===== src/rtl/srs_pkg.sv =====
// Shared types, codes and constants of the servo recipe sequencer.
// No dependencies; every other file of the block imports this package.
`timescale 1ns / 1ps
package srs_pkg;

  // Default sizes
  localparam int unsigned SRS_RECIPE_DEPTH = 32;
  localparam int unsigned SRS_SERVO_COUNT  = 2;

  // Fixed field widths
  localparam int unsigned POS_W    = 3;
  localparam int unsigned RUN_W    = 3;
  localparam int unsigned CMD_W    = 3;
  localparam int unsigned REQ_W    = 2;
  localparam int unsigned ADDR_W   = 5;
  localparam int unsigned WORD_W   = 8;
  localparam int unsigned PULSE_W  = 8;
  localparam int unsigned DELAY_W  = 6;
  localparam int unsigned LCNT_W   = 5;
  localparam int unsigned CFG_AW   = 3;
  localparam int unsigned IN_DW    = 24;
  localparam int unsigned OUT_DW   = 32;
  localparam int unsigned POS_COUNT = 6;

  // Request kinds carried in tuser
  localparam logic [REQ_W-1:0] REQ_TICK = 2'd0;
  localparam logic [REQ_W-1:0] REQ_CMD  = 2'd1;
  localparam logic [REQ_W-1:0] REQ_LOAD = 2'd2;

  // User commands
  localparam logic [CMD_W-1:0] USR_NONE     = 3'd0;
  localparam logic [CMD_W-1:0] USR_PAUSE    = 3'd1;
  localparam logic [CMD_W-1:0] USR_LEFT     = 3'd2;
  localparam logic [CMD_W-1:0] USR_RIGHT    = 3'd3;
  localparam logic [CMD_W-1:0] USR_BEGIN    = 3'd4;
  localparam logic [CMD_W-1:0] USR_CONTINUE = 3'd5;
  localparam logic [CMD_W-1:0] USR_ERROR    = 3'd6;
  localparam logic [CMD_W-1:0] USR_CLEAR    = 3'd7;

  // Run states
  localparam logic [RUN_W-1:0] RUN_IDLE    = 3'd0;
  localparam logic [RUN_W-1:0] RUN_PAUSED  = 3'd1;
  localparam logic [RUN_W-1:0] RUN_RUNNING = 3'd2;
  localparam logic [RUN_W-1:0] RUN_ENDED   = 3'd3;
  localparam logic [RUN_W-1:0] RUN_ERROR   = 3'd4;

  // Recipe opcodes
  localparam logic [2:0] OP_END      = 3'd0;
  localparam logic [2:0] OP_MOV      = 3'd1;
  localparam logic [2:0] OP_WAIT     = 3'd2;
  localparam logic [2:0] OP_LOOP     = 3'd3;
  localparam logic [2:0] OP_END_LOOP = 3'd5;

  // LED bits
  localparam logic [1:0] LED_OFF   = 2'b00;
  localparam logic [1:0] LED_GREEN = 2'b01;
  localparam logic [1:0] LED_RED   = 2'b10;
  localparam logic [1:0] LED_BOTH  = 2'b11;

  localparam logic [POS_W-1:0]   POS_MAX     = 3'd5;
  localparam logic [DELAY_W-1:0] NUDGE_DELAY = 6'd2;
  localparam logic [4:0]         PAR_MASK    = 5'h1F;

  localparam logic [PULSE_W-1:0] PULSE_RESET [POS_COUNT] = '{
    8'd4, 8'd7, 8'd10, 8'd13, 8'd16, 8'd20
  };

  typedef struct packed {
    logic       set;
    logic [1:0] val;
  } srs_led_evt_t;

  typedef struct packed {
    logic              tick;
    logic              cmd_en;
    logic [CMD_W-1:0]  cmd;
    logic              load_en;
    logic [ADDR_W-1:0] load_addr;
    logic [WORD_W-1:0] load_word;
  } srs_ctrl_t;

  typedef struct packed {
    logic [POS_W-1:0] pos;
    logic [RUN_W-1:0] run;
    srs_led_evt_t     led;
  } srs_status_t;

endpackage


===== src/rtl/srs_pulse_tab.sv =====
// Pulse width table: six configuration registers and the lookup per output lane.
// Depends on srs_pkg.
`timescale 1ns / 1ps
module srs_pulse_tab import srs_pkg::*; (
  input  logic               clk_i,
  input  logic               rst_ni,
  input  logic               cfg_valid_i,
  input  logic [CFG_AW-1:0]  cfg_addr_i,
  input  logic [PULSE_W-1:0] cfg_data_i,
  input  logic [POS_W-1:0]   pos_i   [2],
  output logic [PULSE_W-1:0] pulse_o [2]
);

  logic [PULSE_W-1:0] pulse_q [POS_COUNT];

  // Write a register; indexes past the table are dropped
  always_ff @(posedge clk_i or negedge rst_ni) begin
    if (!rst_ni) begin
      for (int i = 0; i < POS_COUNT; i++) pulse_q[i] <= PULSE_RESET[i];
    end else if (cfg_valid_i && (32'(cfg_addr_i) < POS_COUNT)) begin
      pulse_q[cfg_addr_i] <= cfg_data_i;
    end
  end

  // Select the width for each lane; positions above five read as five
  always_comb begin
    for (int j = 0; j < 2; j++) begin
      unique case (pos_i[j])
        3'd0:    pulse_o[j] = pulse_q[0];
        3'd1:    pulse_o[j] = pulse_q[1];
        3'd2:    pulse_o[j] = pulse_q[2];
        3'd3:    pulse_o[j] = pulse_q[3];
        3'd4:    pulse_o[j] = pulse_q[4];
        default: pulse_o[j] = pulse_q[5];
      endcase
    end
  end

endmodule


===== src/rtl/srs_servo.sv =====
// One servo channel: recipe memory, program state and the tick/command update.
// Depends on srs_pkg.
`timescale 1ns / 1ps
module srs_servo import srs_pkg::*; #(
  parameter int unsigned RECIPE_DEPTH = SRS_RECIPE_DEPTH
) (
  input  logic        clk_i,
  input  logic        rst_ni,
  input  srs_ctrl_t   ctrl_i,
  output srs_status_t status_o
);

  localparam int unsigned PcW = $clog2(RECIPE_DEPTH);
  localparam logic [PcW-1:0] PcLast = PcW'(RECIPE_DEPTH - 1);

  logic [POS_W-1:0]   pos_q, pos_d;
  logic [RUN_W-1:0]   run_q, run_d;
  logic [PcW-1:0]     pc_q, pc_d, pc_nxt;
  logic [PcW-1:0]     lstart_q, lstart_d;
  logic [LCNT_W-1:0]  lrem_q, lrem_d;
  logic               lact_q, lact_d;
  logic [DELAY_W-1:0] delay_q, delay_d;
  srs_led_evt_t       led_evt;

  logic [WORD_W-1:0]  recipe_mem [RECIPE_DEPTH];
  logic [WORD_W-1:0]  word_q;
  logic               mem_we;
  logic [PcW-1:0]     mem_wa;
  logic [2:0]         op;
  logic [4:0]         par;
  logic [POS_W-1:0]   span;

  assign op     = word_q[7:5];
  assign par    = word_q[4:0] & PAR_MASK;
  assign pc_nxt = (pc_q == PcLast) ? '0 : pc_q + 1'b1;
  assign span   = (par[2:0] > pos_q) ? (par[2:0] - pos_q) : (pos_q - par[2:0]);

  // Execute a tick or a command against the current state
  always_comb begin
    pos_d    = pos_q;
    run_d    = run_q;
    pc_d     = pc_q;
    lstart_d = lstart_q;
    lrem_d   = lrem_q;
    lact_d   = lact_q;
    delay_d  = delay_q;
    led_evt  = '0;
    if (ctrl_i.tick) begin
      if (delay_q != '0) begin
        delay_d = delay_q - 1'b1;
      end else if (run_q == RUN_RUNNING) begin
        led_evt = '{set: 1'b1, val: LED_GREEN};
        unique case (op)
          OP_END: begin
            pc_d   = '0;
            run_d  = RUN_ENDED;
            lact_d = 1'b0;
          end
          OP_MOV: begin
            if (par <= {2'b00, POS_MAX}) begin
              delay_d = {2'b00, span, 1'b0};
              pos_d   = par[2:0];
            end
            pc_d = pc_nxt;
          end
          OP_WAIT: begin
            delay_d = {1'b0, par} + 1'b1;
            pc_d    = pc_nxt;
          end
          OP_LOOP: begin
            if (lact_q) begin
              // nested loop: abort the recipe
              run_d    = RUN_ERROR;
              pc_d     = '0;
              lstart_d = '0;
              lrem_d   = '0;
              lact_d   = 1'b0;
              led_evt  = '{set: 1'b1, val: LED_BOTH};
            end else begin
              lact_d   = 1'b1;
              lstart_d = pc_nxt;
              lrem_d   = par;
              pc_d     = pc_nxt;
            end
          end
          OP_END_LOOP: begin
            if (lrem_q != '0) begin
              lrem_d = lrem_q - 1'b1;
              pc_d   = lstart_q;
            end else begin
              lact_d = 1'b0;
              pc_d   = pc_nxt;
            end
          end
          default: pc_d = pc_nxt;
        endcase
      end
    end else if (ctrl_i.cmd_en) begin
      unique case (ctrl_i.cmd)
        USR_NONE: run_d = RUN_IDLE;
        USR_PAUSE: begin
          run_d   = RUN_PAUSED;
          led_evt = '{set: 1'b1, val: LED_OFF};
        end
        USR_LEFT: begin
          if (pos_q < POS_MAX && run_q == RUN_PAUSED) begin
            pos_d   = pos_q + 1'b1;
            delay_d = NUDGE_DELAY;
          end
        end
        USR_RIGHT: begin
          if (pos_q != '0 && run_q == RUN_PAUSED) begin
            pos_d   = pos_q - 1'b1;
            delay_d = NUDGE_DELAY;
          end
        end
        USR_BEGIN: begin
          run_d = RUN_RUNNING;
          pc_d  = '0;
        end
        USR_CONTINUE: run_d = RUN_RUNNING;
        USR_ERROR:    led_evt = '{set: 1'b1, val: LED_RED};
        USR_CLEAR: begin
          pc_d  = '0;
          run_d = RUN_IDLE;
        end
        default: run_d = run_q;
      endcase
    end
  end

  // Hold the program state
  always_ff @(posedge clk_i or negedge rst_ni) begin
    if (!rst_ni) begin
      pos_q    <= '0;
      run_q    <= RUN_PAUSED;
      pc_q     <= '0;
      lstart_q <= '0;
      lrem_q   <= '0;
      lact_q   <= 1'b0;
      delay_q  <= '0;
    end else begin
      pos_q    <= pos_d;
      run_q    <= run_d;
      pc_q     <= pc_d;
      lstart_q <= lstart_d;
      lrem_q   <= lrem_d;
      lact_q   <= lact_d;
      delay_q  <= delay_d;
    end
  end

  // Recipe memory: write a loaded word, prefetch the word at the next pc
  assign mem_we = ctrl_i.load_en && (32'(ctrl_i.load_addr) < RECIPE_DEPTH);
  assign mem_wa = PcW'(ctrl_i.load_addr);

  always_ff @(posedge clk_i) begin
    if (mem_we) recipe_mem[mem_wa] <= ctrl_i.load_word;
    if (mem_we && mem_wa == pc_d) begin
      word_q <= ctrl_i.load_word;
    end else begin
      word_q <= recipe_mem[pc_d];
    end
  end

  assign status_o = '{pos: pos_d, run: run_d, led: led_evt};

  // Checks
  a_pos_range: assert property (@(posedge clk_i) disable iff (!rst_ni)
    pos_q <= POS_MAX) else $error("servo position out of range");

  a_delay_range: assert property (@(posedge clk_i) disable iff (!rst_ni)
    delay_q <= 6'd32) else $error("delay count beyond longest wait");

  a_error_clean: assert property (@(posedge clk_i) disable iff (!rst_ni)
    (run_d == RUN_ERROR && run_q != RUN_ERROR) |=> (pc_q == '0 && !lact_q && lrem_q == '0))
    else $error("error entry left loop state behind");

  a_loop_target: assert property (@(posedge clk_i) disable iff (!rst_ni)
    (ctrl_i.tick && delay_q == '0 && run_q == RUN_RUNNING && op == OP_LOOP && !lact_q)
    |=> (lact_q && pc_q == lstart_q)) else $error("loop entry did not set loop start");

endmodule


===== src/rtl/servo_recipe_sequencer.sv =====
// Top level of the servo recipe sequencer: input word register, servo channels,
// pulse table and result register. Depends on srs_pkg, srs_servo, srs_pulse_tab.
// Path: a word waits in the input register, then its result is registered.
// Throughput: one word per cycle while results are taken; a held-off result keeps
//   one more word in the input register, after which the input stalls.
// Reset: servos paused at position 0, pc 0, no loop, LEDs off, pulse table at
//   defaults; the recipe memory is not cleared and no reset pass is needed.
`timescale 1ns / 1ps
module servo_recipe_sequencer import srs_pkg::*; #(
  parameter int unsigned RECIPE_DEPTH = SRS_RECIPE_DEPTH,
  parameter int unsigned SERVO_COUNT  = SRS_SERVO_COUNT
) (
  input  logic               clk_i,
  input  logic               rst_ni,
  // tdata: load_servo, load_addr[4:0], load_word[7:0], cmd_first[2:0],
  //        cmd_second[2:0], zero pad [23:20]
  input  logic               s_axis_tvalid,
  output logic               s_axis_tready,
  input  logic [IN_DW-1:0]   s_axis_tdata,
  // tuser: req_type[1:0]
  input  logic [REQ_W-1:0]   s_axis_tuser,
  // tdata: pulse_first[7:0], pulse_second[7:0], position_first[2:0],
  //        position_second[2:0], run_first[2:0], run_second[2:0], green_led,
  //        red_led, zero pad [31:30]
  output logic               m_axis_tvalid,
  input  logic               m_axis_tready,
  output logic [OUT_DW-1:0]  m_axis_tdata,
  input  logic               cfg_valid_i,
  output logic               cfg_ready_o,
  input  logic [CFG_AW-1:0]  cfg_addr_i,
  input  logic [PULSE_W-1:0] cfg_data_i
);

  logic               in_valid_q;
  logic [REQ_W-1:0]   in_req_q;
  logic [IN_DW-1:0]   in_data_q;
  logic               advance;
  logic               out_valid_q;
  logic [OUT_DW-1:0]  out_data_q, out_data_d;
  logic [1:0]         led_q, led_d;

  logic               ld_servo;
  logic [ADDR_W-1:0]  ld_addr;
  logic [WORD_W-1:0]  ld_word;
  logic [CMD_W-1:0]   cmd_a, cmd_b;

  srs_ctrl_t          ctrl   [SERVO_COUNT];
  srs_status_t        status [SERVO_COUNT];
  logic [POS_W-1:0]   pos_w   [2];
  logic [RUN_W-1:0]   run_w   [2];
  logic [PULSE_W-1:0] lk_w    [2];
  logic [PULSE_W-1:0] pulse_w [2];

  // Step the held word once the result register can take its result
  assign advance       = in_valid_q && (!out_valid_q || m_axis_tready);
  assign s_axis_tready = !in_valid_q || advance;
  assign cfg_ready_o   = 1'b1;

  always_ff @(posedge clk_i or negedge rst_ni) begin
    if (!rst_ni) begin
      in_valid_q <= 1'b0;
    end else if (s_axis_tready) begin
      in_valid_q <= s_axis_tvalid;
    end
  end

  always_ff @(posedge clk_i) begin
    if (s_axis_tvalid && s_axis_tready) begin
      in_req_q  <= s_axis_tuser;
      in_data_q <= s_axis_tdata;
    end
  end

  // Unpack the held word
  assign ld_servo = in_data_q[0];
  assign ld_addr  = in_data_q[5:1];
  assign ld_word  = in_data_q[13:6];
  assign cmd_a    = in_data_q[16:14];
  assign cmd_b    = in_data_q[19:17];

  // Servo channels
  for (genvar s = 0; s < SERVO_COUNT; s++) begin : g_servo
    assign ctrl[s].tick      = advance && (in_req_q == REQ_TICK);
    assign ctrl[s].cmd_en    = advance && (in_req_q == REQ_CMD) && (s < 2);
    assign ctrl[s].cmd       = (s == 0) ? cmd_a : cmd_b;
    assign ctrl[s].load_en   = advance && (in_req_q == REQ_LOAD) && (32'(ld_servo) == s);
    assign ctrl[s].load_addr = ld_addr;
    assign ctrl[s].load_word = ld_word;

    srs_servo #(
      .RECIPE_DEPTH(RECIPE_DEPTH)
    ) u_servo (
      .clk_i    (clk_i),
      .rst_ni   (rst_ni),
      .ctrl_i   (ctrl[s]),
      .status_o (status[s])
    );
  end

  // Result lanes; a missing servo reads as zero
  for (genvar j = 0; j < 2; j++) begin : g_lane
    if (j < SERVO_COUNT) begin : g_real
      assign pos_w[j]   = status[j].pos;
      assign run_w[j]   = status[j].run;
      assign pulse_w[j] = lk_w[j];
    end else begin : g_none
      assign pos_w[j]   = '0;
      assign run_w[j]   = '0;
      assign pulse_w[j] = '0;
    end
  end

  srs_pulse_tab u_pulse_tab (
    .clk_i       (clk_i),
    .rst_ni      (rst_ni),
    .cfg_valid_i (cfg_valid_i && cfg_ready_o),
    .cfg_addr_i  (cfg_addr_i),
    .cfg_data_i  (cfg_data_i),
    .pos_i       (pos_w),
    .pulse_o     (lk_w)
  );

  // LEDs: the last servo that touches them wins
  always_comb begin
    led_d = led_q;
    for (int s = 0; s < SERVO_COUNT; s++) begin
      if (status[s].led.set) led_d = status[s].led.val;
    end
  end

  always_ff @(posedge clk_i or negedge rst_ni) begin
    if (!rst_ni) begin
      led_q <= LED_OFF;
    end else begin
      led_q <= led_d;
    end
  end

  // Pack and hold the result word
  assign out_data_d = {2'b00, led_d[1], led_d[0], run_w[1], run_w[0],
                       pos_w[1], pos_w[0], pulse_w[1], pulse_w[0]};

  always_ff @(posedge clk_i or negedge rst_ni) begin
    if (!rst_ni) begin
      out_valid_q <= 1'b0;
    end else if (advance) begin
      out_valid_q <= 1'b1;
    end else if (m_axis_tready) begin
      out_valid_q <= 1'b0;
    end
  end

  always_ff @(posedge clk_i) begin
    if (advance) out_data_q <= out_data_d;
  end

  assign m_axis_tvalid = out_valid_q;
  assign m_axis_tdata  = out_data_q;

endmodule


===== config.mk =====
export PLATFORM = sky130hd
export DESIGN_NAME = servo_recipe_sequencer
export DESIGN_NICKNAME = d
export VERILOG_FILES = /design/src/rtl/srs_pkg.sv /design/src/rtl/srs_pulse_tab.sv /design/src/rtl/srs_servo.sv /design/src/rtl/servo_recipe_sequencer.sv
export SDC_FILE = /design/constraint.sdc
export NUM_CORES = 1
export LEC_CHECK = 0
export BUFFER_PORTS_ARGS = -buffer_cell sky130_fd_sc_hd__buf_2
export CAP_MARGIN = 20
export CORE_MARGIN = 8
export CORE_UTILIZATION = 25
export CTS_BUF_LIST = sky130_fd_sc_hd__clkbuf_4 sky130_fd_sc_hd__clkbuf_8
export DETAILED_ROUTE_END_ITERATION = 7
export PLACE_DENSITY = 0.45
export SLEW_MARGIN = 10
export SYNTH_ARGS = -nofsm -noshare
export SYNTH_HDL_FRONTEND = slang
export SYNTH_SLANG_ARGS = --single-unit

===== constraint.sdc =====
create_clock -name clk_i -period 6 [get_ports clk_i]
set_input_delay 0.9 -clock clk_i [delete_from_list [all_inputs] [get_ports clk_i]]
set_output_delay 0.9 -clock clk_i [all_outputs]
set_load 0.01 [all_outputs]

== Word-level counts from Yosys, hierarchy flattened ==
Memories as Yosys holds them, arrays and structs flattened. A register that Yosys moved wholly into a read port is not among the register bits.
Cells that the tools add are included.

* Reduce and logical (&&, ||, !) cells: 52
* Multipliers: 0
* Order comparisons: 9
* Muxes and demuxes: 109
* Bitwise logic cells: 4
* Equal/unequal tests: 52
* Shift operators: 0
* Div/mod/pow operators: 0
* $add $sub $neg: 16

{| class="wikitable"
|+ Operators with widths
! cell !! number
|-
| 3-bit 2-to-1 mux || 38
|-
| 5-bit 2-to-1 mux || 20
|-
| 6-bit 2-to-1 mux || 14
|-
| 8-bit case mux with 5 select lines || 2
|-
| 48-bit bitwise mux || 1
|-
| 6-bit case mux with 2 select lines || 4
|-
| 3-bit by 2-bit == test with 1-bit output, second input constant || 14
|-
| 3-bit == test, second input constant || 12
|-
| 3-bit case mux with 2 select lines || 6
|-
| 5-bit case mux with 3 select lines || 2
|-
| 8-bit demux with 3-bit select || 1
|-
| 3-bit by 1-bit == test with 1-bit output, second input constant || 8
|-
| 5-bit case mux with 2 select lines || 2
|-
| 5-bit AND reduction || 4
|-
| 3-bit zero test || 6
|-
| 3-bit case mux with 3 select lines || 2
|-
| 3-bit nonzero test || 6
|-
| 7-bit AND reduction || 2
|-
| 1-bit logical AND || 13
|-
| 5-bit by 1-bit adder with 6-bit output, second input constant || 2
|-
| 3-bit by 2-bit inequality test with 1-bit output, second input constant || 4
|-
| 6-bit nonzero test || 2
|-
| 2-bit OR reduction || 6
|-
| 3-bit subtractor || 4
|-
| other kinds (30) || 67
|}

* Bits in latches: 0
* Input bits: 42
* Bits in writable memories: 512
* Memories: 2
* Bits in registers: 160
* Output and inout port bits: 35
* Bits in read-only memories: 0

{| class="wikitable"
|+ Memories
! name !! depth !! width !! rd ports !! clocked after Yosys merged registers in !! wr ports !! RTL line !! text
|-
| g_servo[0].u_servo.recipe_mem || 32 || 8 || 1 || 1 || 1 || srs_servo.sv:25 || <nowiki>logic [WORD_W-1:0] recipe_mem [RECIPE_DEPTH];</nowiki>
|-
| g_servo[1].u_servo.recipe_mem || 32 || 8 || 1 || 1 || 1 || srs_servo.sv:25 ||
|}

== Depth between registers and ports, before layout ==
* Depth after elaboration: 8
* Mapped depth: 18

== Modules after synthesis ==
A second synthesis with hierarchy kept.

* Cells, all modules: 1870
* Area, all modules: 29588.4 µm²

{| class="wikitable"
|+ By module, submodules not included
! module !! cells each !! area an instance (µm²) !! times used
|-
| srs_servo at g_servo[0].u_servo || 815 || 12705.9 || 1
|-
| srs_servo at g_servo[1].u_servo || 760 || 12330.6 || 1
|-
| srs_pulse_tab || 216 || 2696.3 || 1
|-
| servo_recipe_sequencer || 79 || 1855.5 || 1
|}

== Worst setup path after synthesis ==
Ideal clock, no wire load.

* Path type: register to register
* Start point: register (tool-made name)
* End point: register out_data_q[1], in the netlist m_axis_tdata[1], data pin
* Clock period less this slack: 4126 ps
* Path buffers: 4
* Data arrival time: 3857 ps
* Cell stages (with the launch flop): 17
* Slack: 1874 ps
* Cells stage by stage: dfxtp_1 -> buf_2 -> buf_4 -> buf_1 -> mux4_2 -> mux4_2 -> mux2_2 -> ha_1 -> nor2b_4 -> a211oi_1 -> a31o_2 -> a31oi_1 -> or2_1 -> buf_6 -> mux2_4 -> a22oi_1 -> o211ai_1

{| class="wikitable"
|+ RTL lines
! item !! RTL line !! text
|-
| end signal: assignment || servo_recipe_sequencer.sv:154 || <nowiki>if (advance) out_data_q <= out_data_d;</nowiki>
|-
| end: declaration || servo_recipe_sequencer.sv:39 || <nowiki>logic [OUT_DW-1:0] out_data_q, out_data_d;</nowiki>
|}

==> results.cfg <==
[sta]
fin_setup_tns_ns = 0
slew_violations = 0
post-route-min-period_ns = 5.27
worst_pin_slew_ns = 1.15
slew_headroom_pct = 22.6
timing.final.crit_share_pct = 87.9
fmax_mhz = 190
setup_viol = 0
rsz0062_at_grt = false
whs_ns = 0.270
clock_skew_ns = 0.0679
hold_viol = 0

[clock_network]
clockBufferDepth = 3
cts.clk_slew.worst_paths_ns = 0.06
cts_tree = yes
cts_buffers = 114
cts_hold_buf = 0
cts_sinks = 682
cts-root-buf = clkbuf_8
cts_resized = 0
htree_levels = 3
cts_setup_buffers = 0
clock_latency_ns = 0.77

[synthesis]
synthTopCellsByArea = edfxtp_1 (58%), mux4_2 (9.0%), dfrtp_1 (8.1%)
async_flop_share_pct = 15.8
syn-instance-count = 1821
synth_sequential_area_ratio_pct = 68.1
synth_top_area_share_pct = 58.1
syn-cell-area_sq_mm = 0.0292
yosysTopAreaCell = edfxtp_1
yosys_warnings = 0
ys_types = 85
synth_seq_cells = 682
dominantRegCellSynth = edfxtp_1
synth-edff-count = 564
avgSynthCellArea_sq_um = 16.0

[detailed_routing]
drtIter0Drc = 1234
drt_first_pass_iters = 5
vias = 16588
drtAntennaViolNets = 0
vias_per_cell = 4.61
wirelength_mm = 74.4
avgRoutedWirePerCell_um = 20.7
drc = 0

[critical_path]
worst_path_most_repeated_cell = mux4_2
cp-start-kind = flop
end_kind = flop
reg2reg_to = m_axis_tdata[10]
r2r_slack_ns = 0.73
arrival_ns = 5.79
crit_fanout = 40
worstSetupPathType = flop to flop
crit_path_top_delay_cell = dfxtp_4
path_cells = mux4_2, mux4_2, mux2i_2, inv_1, nor2_1, nor3_1, o41ai_1, o211a_1, nand2b_1, o2bb2ai_1, a211oi_1
worstPathRequired_ns = 6.52
cp_slowest_stage_delay_ns = 0.92
worstRegToRegCells = 11

[layout]
final_nets = 2049
layout_common_cells = edfxtp_1 (564), nor2_1 (140), clkbuf_8 (123)
final_core_util_pct = 29.2
fillers = 11451
ff_latch_area_sq_mm = 0.0199
multi_input_area_sq_mm = 0.00877
final_common_cell = edfxtp_1
drive_gt1_share_pct = 25.9
area_delta_synth_final_pct = 16.1

[grt]
grt_max_degree = 65
antenna_found_initial = 4
grt_use_total_pct = 11.4
overflow = 0
grt_pass1_wl_mm = 111
grt_pass1_vias = 17148

[status]
outcome = complete, no violations

[power_and_ir_drop]
p_per_area_mw_per_mm2 = 329
p_int_uw = 8290
seq_power_share_pct = 49.9
switchingPower_uw = 2850
pwr-share-clk_pct = 39.3
vdd_drop_max_mv = 0.150
swShare_pct = 25.6
p_comb_share_pct = 10.8
p_total_uw = 11100
power.leakage_uw = 0.0112

[placed_design]
place.gp.congestion = 0.805
place_hpwl_mm = 47.6
io_buffer_count = 69

[die]
core_region_area_sq_mm = 0.116
die_x_um = 358
initial_core_util_pct = 25.2
dieArea_sq_mm = 0.128
ios = 77
rows = 125
die_h_um = 358

[flow_run]
drv_cap = 0

[min_path]
hold_class = input pin to asynchronous set/reset pin
per-stage QoR:
stage / worst slack [ns] / cell area, sq um / cells
after floorplan: 1.87 / 29200 / 1822
after global placement: 0.829 / 31400 / 3384
after detailed placement: 0.774 / 31400 / 3384
after CTS: 0.705 / 33900 / 3594
after global routing: 0.451 / 33900 / 3596
final: 0.728 / 33900 / 3596
cell usage after synthesis (11+ instances only):
cell        n
edfxtp_1  564
nor2_1    141
nand2_1   119
mux4_2    116
dfrtp_1    94
mux2i_1    90
mux2_2     67
o21ai_0    50
a21oi_1    38
inv_1      38
clkbuf_1   36
a22oi_1    32
nand3_1    28
ha_1       26
nor3_1     26
nor2b_1    21
a211oi_1   17
nand2b_1   16
buf_2      15
dfstp_2    14
a31oi_1    13
and2_1     13
a21o_1     12
nand3b_1   12
nand4_1    11
o211ai_1   11
layout make-up:
class / count / area share, %
well taps: 1524 / 5.63
clock inverters: 42 / 1.20
inverters: 40 / 0.443
multi-input cells: 1022 / 25.9
clock buffers: 168 / 6.00
repair buffers: 117 / 2.15
diodes: 1 / 0.00739
flip-flops and latches: 682 / 58.7
cell families after synthesis:
group           count (synthesis)  synth area share (%)
compound gates                244                  5.68
xor+xnor                       15                 0.450
simple gates                  452                  7.59
buf+inv                       118                  1.90
flops                         682                  68.1
fa+ha+maj                      30                  1.39
other cells                     2                0.0257
mux                           278                  14.9
per-layer routing:
layer,GRT usage (%),part of all wire (%)
met5,0,0
met4,3.17,2.1
met3,2.35,5.1
met2,18.1,46
met1,15.8,47
worst max-delay path by stage:
stage,startpoint,to
floorplan,flop,m_axis_tdata[1]
global placement,flop,m_axis_tdata[1]
detailed placement,flop,m_axis_tdata[5]
CTS,flop,m_axis_tdata[10]
global route,flop,m_axis_tdata[6]
finish,flop,m_axis_tdata[10]
sequential cells by signal, indices dropped and copies added, names as in the netlist, 10 cells and up, named ones only:
name / cells
g_servo.u_servo.delay_q: 12
in_data_q: 20
g_servo.u_servo.recipe_mem: 512
u_pulse_tab.pulse_q: 48
g_servo.u_servo.pc_q: 10
g_servo.u_servo.lrem_q: 10
m_axis_tdata: 30
g_servo.u_servo.lstart_q: 10
worst max-delay path, delay by kind of cell, from the launching register on:
family / cells / cell delay (ns)
AOI/OAI and AO/OA: 4 / 1.51
and+or+nand+nor: 3 / 0.58
buffers and inverters: 1 / 0.27
muxes: 3 / 1.71
DFF: 1 / 0.92
power groups by stage:
stage	sequential, uW	combinational (uW)	clock, uW
2_1_floorplan	5590	859	0
3_3_place_gp	5650	1180	0
3_5_place_dp	5660	1210	0
4_1_cts	5560	1220	4520
5_1_grt	5590	1330	4720
6_report	5560	1210	4370
Note: power is estimated with default switching activity, not from simulation.
